File: src/tclfu_match.sv
`timescale 1ns / 1ps
`default_nettype none

// Parallel tag compare over all ways; lowest matching way wins.
module tclfu_match #(
  parameter int unsigned WAYS     = 16,
  parameter int unsigned TAG_BITS = 63,
  localparam int unsigned WAY_W   = $clog2(WAYS)
) (
  input  wire logic [WAYS-1:0][TAG_BITS-1:0] tags,
  input  wire logic [TAG_BITS-1:0]           key,
  output logic                               hit,
  output logic [WAY_W-1:0]                   hit_idx
);

  always_comb begin
    hit     = 1'b0;
    hit_idx = '0;
    for (int i = WAYS - 1; i >= 0; i--) begin
      if (tags[i] == key) begin
        hit     = 1'b1;
        hit_idx = WAY_W'(i);
      end
    end
  end

endmodule

`default_nettype wire

File: config.mk
export PLATFORM = sky130hd
export DESIGN_NAME = tclfu_match
export DESIGN_NICKNAME = d
export VERILOG_FILES = /design/src/tclfu_match.sv
export SDC_FILE = /design/constraint.sdc
export NUM_CORES = 1
export LEC_CHECK = 0
export BUFFER_PORTS_ARGS = -buffer_cell sky130_fd_sc_hd__clkbuf_2
export CAP_MARGIN = 20
export CELL_PAD_IN_SITES_DETAIL_PLACEMENT = 1
export CELL_PAD_IN_SITES_GLOBAL_PLACEMENT = 1
export CORE_AREA = 2 2 415 417
export DETAILED_ROUTE_END_ITERATION = 6
export DIE_AREA = 0 0 417 419
export PLACE_DENSITY = 0.3
export SYNTH_ARGS = -nofsm -noshare
export SYNTH_HDL_FRONTEND = slang
export SYNTH_SLANG_ARGS = --single-unit
File: constraint.sdc
create_clock -name vclk -period 2.7
set_input_delay 0.27 -clock vclk [all_inputs]
set_output_delay 0.27 -clock vclk [all_outputs]
set_load 0.005 [all_outputs]
Yosys cells after proc, flatten, opt, wreduce, memory -nomap -nowiden
Index checks and enable logic that the tools add are counted.
{ "totals": {"out_inout_bits": 5, "register_bits": 0, "inputBits": 1071} }
{ "classes": {"eq_ne": 16, "mux": 32} }
{ "op_table": {"columns": ["op", "count"], "rows": [
  ["== test 63 bit", 16],
  ["two-way mux 4 bit", 16],
  ["two-way mux 1 bit", 16]
]} }

Longest topological paths before layout
{ "logic_depth": {"ltp_word": 17, "ltp_mapped": 11, "depth_no_buf": 9} }

Worst setup path before layout
No wires, ideal clock.
{ "synth_timing": {"path_kind": "input port to output port", "start": "in key[41]", "end": "out hit_idx[0]", "setup_slack_ns": 0.440, "stages": 10, "arrival_ns": 1.990, "path_cell_list": "buf_4 > xor2_1 > nor4_2 > nand4_1 > nor4_1 > o21ba_2 > o21ba_1 > o21ai_2 > a211oi_1 > o32ai_2"} }
{ "synth_between": {"elab_chain_cells": 17} }
{ "synth_lines": {"columns": ["element", "line_no", "source"], "rows": [
  ["from (decl)", "11", "input wire logic [TAG_BITS-1:0] key,"],
  ["== test 63 bit", "20", "if (tags[i] == key) begin"],
  ["two-way mux 4 bit (15 in series)", "20", null],
  ["two-way mux 4 bit *", "20", null],
  ["to (decl)", "13", "output logic [WAY_W-1:0] hit_idx"]
]} }
Every way passes the cells marked *; elsewhere a longest branch is shown, timed or not.

Final worst setup path
{ "layout_timing": {"start": "in key[45]", "end": "out hit_idx[0]"} }
The elaborated chain is that of the path after synthesis.

==> results.md <==
- Synthesized netlist net count: 2572
- Post-Synthesis Cells: 1501
- Data required, critical path: between 2 and 2.5 ns
- Status: finished, violations left
- Final std cells w/o fill: 5128
- Busiest layer in global routing: met2
- GR Util met1: 0.2372
- Seq/Total Area, Yosys: 0
- Initial Utilization: 0.07307
- Synth area leader: xor2_1
- Hold Vio Cnt, Final: 0
- Core Area: 170600 µm²
- DR pass1 iterations: 5
- Cells after DPL: 5107
- Netlist cell types: 29
- Peak supply drop: 0.06716 mV
- CP Data Arrival Time: 3.40 ns
- Layout cell share with drive strength beyond 1: 0.5563
- Ports: 1076
- Setup crit end kind: output port
- Tmin final: 3.667 ns
- Count of hold buffers inserted by post-cts repair: 0
- Rel. slew slack: 0.6111
- Max Clk Rate: 272.7 MHz
- RSZ-0062 raised after global routing: yes
- Met2 usage: 0.3937
- Post-route setup slack: -0.9665 ns
- HPWL Detailed: roughly 170000 µm
- CP max FO: 4
- # setup viols final: 5
- Total track usage: 0.2009
- Crit share post-route: 1.358
- Initial antenna violation count: 44
- ANT nets after route: 0
- Mapped cell area: 12460 µm²
- DRC viols: 0
- Final slew viol count: 0
- Die area: 174700 µm²
- Overflow after GRT: 0
- Tightest Hold Check Type: input port to output port
- Synth top area share: 0.4427
- Vias in the first global route: 19.14k
- Die height: 419 µm
- First-pass GRT wire length: 222000 µm
- Met3 usage: 0.02565
- Hold WS: 1.503 ns
- Via/cell ratio: 3.373
- Crit path kind: input port to output port
- Synth-to-Final Area Change: 99.69%
- WL per Instance: 35.73 µm
- Post-layout nets: 3960
- Horiz. Die Dim: 417 µm
- Commonest cells post-synth: 630 x xor2_1, 378 x xnor2_1, 178 x nor4_1
- CP startpoint kind: input port
- Final wirelength: 183200 µm
- Most common cell in the synthesized netlist: xor2_1
- WHS Path Cells: 9
- Sequential cells: 0
- Initial DRC Count: 887
- Synth area leaders: xor2_1 44%, xnor2_1 27%, nor4_1 8.9%
- Num rows: 152
- Failing checks: setup timing
- DR vias: 17.30k
- Largest net degree at the start of global routing: 12
- Syn avg cell area: 8.304 µm²
- Leak: 0.01118 µW
- PwrDens: 181.2 nW/µm²
- Max Cap Violations: 0
- Placer congestion estimate: 0.8952
- Syn. warnings: 0
- # fillers: 20.47k
- FF+latch area: 0 µm²
- Worst-margin pin slew: around 0.58 ns
- Input/output buffers: 1076
- # clk buffers: 0
## metrics by stage
step	power, µW	setup WS (ns)	utilization	TNS (ns)	instance area (µm²)
after floorplan	1649	0.4405	-	0	12460
after global placement	4463	-2.338	0.1398	-9.778	23850
after detailed placement	4438	-1.756	0.1399	-8.109	23860
after CTS	4595	-1.110	0.1450	-3.922	24730
after global routing	4775	-1.032	0.1459	-3.850	24880
final	4511	-0.9665	0.1459	-3.564	24890
## worst max-delay path, stage by stage
cell      delay [ns]
buf_2           0.11
buf_12          0.14
buf_12          0.12
xor2_1          0.16
nor4_2          0.28
nand4_1         0.36
buf_4           0.29
nor4_4          0.38
buf_4           0.19
o21ba_4         0.15
o21ba_4         0.18
o21ai_2         0.13
a211oi_2        0.11
o32ai_4         0.31
clkbuf_2        0.18
## area by class of cell
type | instances | area, µm² | share of cell area
inverters | 1 | 3.754 | 0.0001508
multi-input cells | 1374 | 11970 | 0.4808
diodes | 8 | 20.02 | 0.0008043
repair buffers | 1512 | 10100 | 0.4060
well taps | 2233 | 2794 | 0.1123
## routing by layer
| layer | vias to the layer above | share of wire |
|---|---|---|
| met5 | - | 0.00093 |
| met4 | 26 | 0.012 |
| met3 | 112 | 0.040 |
| met2 | 695 | 0.54 |
| met1 | 8609 | 0.40 |
| li1 | 7855 | - |
## final timing paths
| path | from | endpoint | slack, ns |
|---|---|---|---|
| worst max-delay path | key[45] | hit_idx[0] | -0.97 |
| worst min-delay path | tags[248] | hit_idx[1] | 1.50 |
## timing repair
item,CTS,global route
gates resized for setup,119,28
cloned,0,0
pin swaps,29,25
setup buffers,12,4
setup endpoints to repair,5,5
## kinds of logic (layout without fill, tap and decap cells)
family	after synthesis	after routing	share of synthesized area
and+or+nand+nor	354	354	0.1778
buffers and inverters	127	1513	0.1067
xor gates and xnor gates	1008	1008	0.7083
other	0	8	0
AOI/OAI and AO/OA	12	12	0.007228
## cell usage in the layout (no fill, tap or decap), types with 3 or more instances in the layout
cell type	synthesis	layout
buf_12	2	105
buf_2	8	11
buf_4	19	325
buf_6	94	7
clkbuf_2	0	1053
clkbuf_4	0	5
diode_2	0	8
nand2_1	3	3
nand3_1	7	7
nand4_1	136	136
nor2_1	4	3
nor3_1	12	9
nor4_1	178	118
nor4_2	6	43
nor4_4	0	23
o21ai_2	1	3
xnor2_1	378	377
xor2_1	630	621
xor2_2	0	3
xor2_4	0	6
## report_power, final
group          internal [µW]  switching, µW  total (µW)
Sequential                 0              0           0
Combinational           1990           2520        4510
Clock               0.000382              0    0.000382
Total                   1990           2520        4510
Power figures use the tool's default switching activity.
