<file path="config.mk">
export PLATFORM = sky130hd
export DESIGN_NAME = tclfu_min_tree
export DESIGN_NICKNAME = d
export VERILOG_FILES = /design/src/tclfu_min_tree.sv
export SDC_FILE = /design/constraint.sdc
export NUM_CORES = 1
export LEC_CHECK = 0
export BUFFER_PORTS_ARGS = -buffer_cell sky130_fd_sc_hd__buf_2
export CORE_AREA = 5 5 199 201
export DETAILED_ROUTE_END_ITERATION = 10
export DIE_AREA = 0 0 204 206
export PLACE_DENSITY = 0.8
export SLEW_MARGIN = 10
export SYNTH_ARGS = -nofsm -noshare
export SYNTH_HDL_FRONTEND = slang
export SYNTH_SLANG_ARGS = --single-unit
</file>
<file path="constraint.sdc">
create_clock -name vclk -period 9.95
set_input_delay 0.4975 -clock vclk [all_inputs]
set_output_delay 0.4975 -clock vclk [all_outputs]
set_load 0.01 [all_outputs]
</file>
<file path="src/tclfu_min_tree.sv">
`timescale 1ns / 1ps
`default_nettype none

// Minimum tree over the use counts. Ties go to the left (lower) way, so the
// root gives the lowest-numbered way holding the smallest count.
module tclfu_min_tree #(
  parameter int unsigned WAYS       = 16,
  parameter int unsigned COUNT_BITS = 32,
  localparam int unsigned WAY_W     = $clog2(WAYS)
) (
  input  wire logic [WAYS-1:0][COUNT_BITS-1:0] counts,
  output logic [WAY_W-1:0]                     victim
);

  localparam int unsigned LEAVES = 1 << WAY_W;
  localparam int unsigned NODES  = 2 * LEAVES - 1;

  logic [COUNT_BITS-1:0] node_cnt [NODES];
  logic [WAY_W-1:0]      node_idx [NODES];

  // Padding leaves sit to the right at full count and never win a tie.
  for (genvar g = 0; g < LEAVES; g++) begin : g_leaf
    if (g < WAYS) begin : g_real
      assign node_cnt[LEAVES-1+g] = counts[g];
    end else begin : g_pad
      assign node_cnt[LEAVES-1+g] = '1;
    end
    assign node_idx[LEAVES-1+g] = WAY_W'(g);
  end

  for (genvar g = 0; g < LEAVES - 1; g++) begin : g_node
    logic take_right;
    assign take_right  = node_cnt[2*g+2] < node_cnt[2*g+1];
    assign node_cnt[g] = take_right ? node_cnt[2*g+2] : node_cnt[2*g+1];
    assign node_idx[g] = take_right ? node_idx[2*g+2] : node_idx[2*g+1];
  end

  assign victim = node_idx[0];

endmodule

`default_nettype wire

</file>
-- Yosys cells after proc, flatten, opt, wreduce, memory -nomap -nowiden
Index checks and enable logic that the tools add are counted.
- register bits: 0
- logic and storage cells: 44
- output and inout port bits: 4
- input bits: 512
- multiplexer cells: 29
- magnitude comparators: 15
- operators by type and width (cell ; number):
    32-bit < comparator ; 15
    32-bit two-way mux ; 14
    4-bit two-way mux ; 7
    1-bit two-way mux ; 8

-- Depth between registers and ports, before layout
- word-level depth: 8
- gate-level depth with buffers: 51
- gate-level depth less buffers: 47

-- Worst setup path after synthesis
No wires, ideal clock.
- path type: input port to output port
- start point: in counts[25] (netlist bit)
- end point: out victim[0]
- arrival: 9.637 ns
- path buffers: 5
- stages: 47
- data required time: 9.453 ns
- setup slack: -0.184 ns
- cells stage by stage: inv_1 ha_1 a21o_1 a221o_1 a221oi_1 o21ai_1 a21oi_2 clkbuf_1 clkbuf_1 a21oi_1 ha_1 a21o_1 a21o_1 a221o_1 a221oi_1 o21ai_0 a21oi_1 o41a_1 [11 not listed] a21oi_2 buf_4 buf_2 nand2_1 o21a_1 ha_1 a21o_1 a21o_1 a21o_1 a21o_1 a21o_1 a21o_1 a21oi_1 and3_1 o31a_1 o41a_1 a31oi_4 mux2_2
- longest elaborated chain between the ends: 8
- elaborated cells between the ends (all ways): 11
- classes of those cells: 4 x order compare; 7 x mux
- ends and longest elaborated chain (element ; line ; text):
    start, declared ; 11 ; input wire logic [WAYS-1:0][COUNT_BITS-1:0] counts,
    32-bit < comparator ; 33 ; assign take_right = node_cnt[2*g+2] < node_cnt[2*g+1];
    32-bit two-way mux ; 34 ; assign node_cnt[g] = take_right ? node_cnt[2*g+2] : node_cnt[2*g+1];
    32-bit < comparator ; 33 ;
    32-bit two-way mux ; 34 ;
    32-bit < comparator ; 33 ;
    32-bit two-way mux ; 34 ;
    32-bit < comparator ; 33 ;
    4-bit two-way mux (*) ; 35 ; assign node_idx[g] = take_right ? node_idx[2*g+2] : node_idx[2*g+1];
    end, declared ; 12 ; output logic [WAY_W-1:0] victim
Mark *: on every way between the ends. The rest lies on a longest branch, timed or not.

-- Final worst setup path
- start point: in counts[69] (netlist bit)
- end point: out victim[2]
- longest elaborated chain between the ends: 8
- elaborated cells between the ends (all ways): 9
- classes of those cells: 4 x order compare; 5 x mux
- ends and longest elaborated chain (element ; line):
    32-bit < comparator ; 33
    32-bit two-way mux (*) ; 34
    32-bit < comparator ; 33
    32-bit two-way mux (*) ; 34
    32-bit < comparator ; 33
    32-bit two-way mux ; 34
    32-bit < comparator ; 33
    4-bit two-way mux (*) ; 35
Marked as above.

==> flow_metrics.env <==
export IMPL_status="finished, violations left"
export IMPL_failing_checks="setup timing"
export IMPL_overflow=0
export IMPL_global_route_usage_met1_pct=33.4
export IMPL_postSynthAreaPerCell_um2=6.75
export IMPL_drv_slew=0
export IMPL_critical_path_slowest_cell="sky130_fd_sc_hd__a2111o_1"
export IMPL_final_setup_viol_count=3
export IMPL_die_x_um=204
export IMPL_drive_above_1_share_pct=32.9
export IMPL_track_usage_pct=28.4
export IMPL_place_port_buffers=516
export IMPL_timing_hold_worst_class="in2out"
export IMPL_final_critical_path_setup_slack_ns=-0.181
export IMPL_synth_distinct_cells=72
export IMPL_gr_usage_met2_pct=51.8
export IMPL_std_cell_rows=71
export IMPL_clock_fmax_ghz=0.0987
export IMPL_final_routed_drc_violation_total=0
export IMPL_firstDrtPassIters=5
export IMPL_tightestPinTransition_ns=0.909
export IMPL_synth_seq_area_share_pct=0
export IMPL_finish_net_count=4106
export IMPL_cp_start_kind="input pin"
export IMPL_route_detailed_vias_per_inst=5.72
export IMPL_timing_final_crit_period_ns=10.13
export IMPL_grt_pass1_vias=19402
export IMPL_maxCapViolCount=0
export IMPL_die_area_um2=42000
export IMPL_timing_critical_path_arrival_ns=9.63
export IMPL_syn_to_final_growth_pct=39.6
export IMPL_critical_path_top_cell_by_count="sky130_fd_sc_hd__buf_6"
export IMPL_route_antenna_remaining_nets=0
export IMPL_max_vdd_ir_drop_mv=0.155
export IMPL_numPlacedInstances=3563
export IMPL_starting_drc_count_in_detailed_routing=1371
export IMPL_criticalPathCategory="in2out"
export IMPL_critical_path_endpoint_type="output pin"
export IMPL_multi_input_gate_area_um2=16100
export IMPL_post_synth_instance_area_um2=16400
export IMPL_p_per_area_nw_per_um2=159
export IMPL_mappedNetlistNets=3409
export IMPL_wl_per_cell_um=19.0
export IMPL_antenna_found_initial=8
export IMPL_detail_route_wirelength_um=69300
export IMPL_seqCellArea_um2=0
export IMPL_post_route_period_util_pct=102
export IMPL_detailroute_via_count=20889
export IMPL_stdcell_count=3652
export IMPL_leakagePower_uw=0.0128
export IMPL_finalWeightedCongestion=1.02
export IMPL_grtUsageMet3_pct=4.08
export IMPL_initial_core_util_pct=44.0
export IMPL_synth_warnings=0
export IMPL_core_um2=37400
export IMPL_cp_data_required_time_ns=9.45
export IMPL_critical_path_startpoint="counts[69]"
export IMPL_final_hold_viol_count=0
export IMPL_min_from="counts[160]"
export IMPL_boundaryPins=516
export IMPL_global_route_wire_length_before_repair_um=97400
export IMPL_relative_slew_slack_pct=38.8
export IMPL_largest_net_degree_at_the_start_of_global_routing=46
export IMPL_hold_slack_ns=2.09
export IMPL_number_of_clock_buffers_in_the_layout=0
export IMPL_synthesis_instances=2437
export IMPL_cpPeakStageDelay_ns=0.49
export IMPL_rsz_0062_raised_after_global_routing="yes"
export IMPL_n_sequential_cell=0
export IMPL_postCtsHoldBufs=0
export IMPL_die_height_um=206
export IMPL_half_perimeter_wire_length_after_placement_um=57800
export IMPL_fill_cells=3309
export IMPL_gr_max_usage_layer="met2"
export IMPL_peak_fanout_along_the_critical_path=8
Yosys cell counts, types with 4 or more instances:
library cell                number  area share, %
sky130_fd_sc_hd__mux2_2         39            2.7
sky130_fd_sc_hd__and4_1         16           0.85
sky130_fd_sc_hd__a211oi_1       17           0.78
sky130_fd_sc_hd__a221oi_1       12           0.64
sky130_fd_sc_hd__a21oi_1       329             10
sky130_fd_sc_hd__buf_4           4           0.18
sky130_fd_sc_hd__o211ai_1        6           0.27
sky130_fd_sc_hd__nor3_1         26           0.79
sky130_fd_sc_hd__a211o_1         7           0.37
sky130_fd_sc_hd__o21ai_0       159            4.8
sky130_fd_sc_hd__nand4_1        60            2.3
sky130_fd_sc_hd__o21a_1         41            1.9
sky130_fd_sc_hd__or2_2           4           0.15
sky130_fd_sc_hd__nand3_1        31           0.94
sky130_fd_sc_hd__or3_1           7           0.27
sky130_fd_sc_hd__and2_1          5           0.19
sky130_fd_sc_hd__a21o_1         64            2.9
sky130_fd_sc_hd__inv_1         359            8.2
sky130_fd_sc_hd__nand2_1       195            4.5
sky130_fd_sc_hd__buf_2          17           0.52
sky130_fd_sc_hd__a2111oi_0       6           0.32
sky130_fd_sc_hd__nor2_1        237            5.4
sky130_fd_sc_hd__a221o_1         8           0.49
sky130_fd_sc_hd__ha_1          460             35
sky130_fd_sc_hd__mux2i_1       112            6.8
sky130_fd_sc_hd__nor2b_1        19           0.72
sky130_fd_sc_hd__o21ai_1        14           0.43
sky130_fd_sc_hd__nor4_1         10           0.38
sky130_fd_sc_hd__buf_1          13           0.30
sky130_fd_sc_hd__clkbuf_1       44            1.0
sky130_fd_sc_hd__nand2b_1       39            1.5
sky130_fd_sc_hd__a31oi_1         7           0.27
worst max-delay path, delay by kind of cell:
kind | cells | cell delay (ns)
AND/OR/NAND/NOR | 15 | 2.49
buffers and inverters | 10 | 1.34
AO/OA/AOI/OAI | 18 | 3.97
adder cells (fa/ha/maj) | 4 | 0.97
multiplexers | 1 | 0.35
logic make-up (layout without fill, tap and decap cells):
family                   after synthesis  count (layout)  synth area share [%]
multiplexers                         151             151                  9.49
adder cells (fa/ha/maj)              460             460                  35.0
buffers and inverters                437            1131                  10.2
other                                  0               9                     0
AND/OR/NAND/NOR                      665             665                  18.7
AO/OA/AOI/OAI                        724             725                  26.7
final timing paths:
path	to	slack (ns)	depth (start not counted)
max	victim[2]	-0.18	48
min	victim[3]	2.09	7
cell usage in the layout (no fill, tap or decap), types with 8 or more instances in the layout:
cell and count:
sky130_fd_sc_hd__nor3_1 20, sky130_fd_sc_hd__a21o_1 64, sky130_fd_sc_hd__o21a_1 41, sky130_fd_sc_hd__a21oi_1 275
sky130_fd_sc_hd__a211oi_1 12, sky130_fd_sc_hd__nor2b_1 19, sky130_fd_sc_hd__mux2i_4 12, sky130_fd_sc_hd__nor2_2 9
sky130_fd_sc_hd__mux2i_2 10, sky130_fd_sc_hd__nand4_1 60, sky130_fd_sc_hd__inv_1 355, sky130_fd_sc_hd__a21oi_2 53
sky130_fd_sc_hd__mux2_2 36, sky130_fd_sc_hd__mux2i_1 90, sky130_fd_sc_hd__and4_1 13, sky130_fd_sc_hd__o21ai_0 112
sky130_fd_sc_hd__buf_8 8, sky130_fd_sc_hd__o21ai_2 27, sky130_fd_sc_hd__nand2b_1 39, sky130_fd_sc_hd__diode_2 9
sky130_fd_sc_hd__buf_2 512, sky130_fd_sc_hd__buf_6 26, sky130_fd_sc_hd__nor2_1 225, sky130_fd_sc_hd__buf_4 210
sky130_fd_sc_hd__ha_1 431, sky130_fd_sc_hd__o21ai_1 33, sky130_fd_sc_hd__buf_12 11, sky130_fd_sc_hd__nand3_1 30
sky130_fd_sc_hd__ha_4 27, sky130_fd_sc_hd__nand2_1 189, sky130_fd_sc_hd__a221o_1 8
report_power, final:
part	internal, uW	switching (uW)	total, uW
clock network	0.000121	0	0.000121
logic	1710	1940	3650
registers	0	0	0
area by class of cell:
class,count,share of cell area (%)
Timing Repair Buffer,772,21.3
Antenna cell,9,0.0981
Tap cell,511,2.78
Multi-Input combinational cell,2001,69.9
Inverter,359,5.89
layer usage:
metal | share of wire [%] | routed length (um) | up-vias
met2 | 47 | 32800 | 1052
met5 | 0 | 0 | -
met3 | 7.9 | 5500 | 298
li1 | - | - | 10092
met1 | 38 | 26500 | 9447
met4 | 6.3 | 4380 | 0
through the flow:
step | area, um2 | setup TNS (ns) | power, uW | utilization (%) | setup slack (ns)
2_1_floorplan | 16500 | 0 | 1940 | - | 0.00520
3_3_place_gp | 20900 | -1.28 | 2910 | 55.8 | -0.396
3_5_place_dp | 20900 | -2.14 | 2970 | 55.8 | -0.630
4_1_cts | 21300 | 0 | 3090 | 56.9 | 0.00413
5_1_grt | 23000 | -1.47 | 3980 | 61.4 | -0.445
6_report | 23000 | -0.454 | 3650 | 61.4 | -0.181
what timing repair did:
item                                    CTS  global route
buffers inserted                         26            49
cloned                                    2             6
hold endpoints to repair                  0             0
endpoints found under the setup margin    4             4
gates resized for setup                  60           271
pin swaps                                15            96
(Power assumes the default switching activity.)
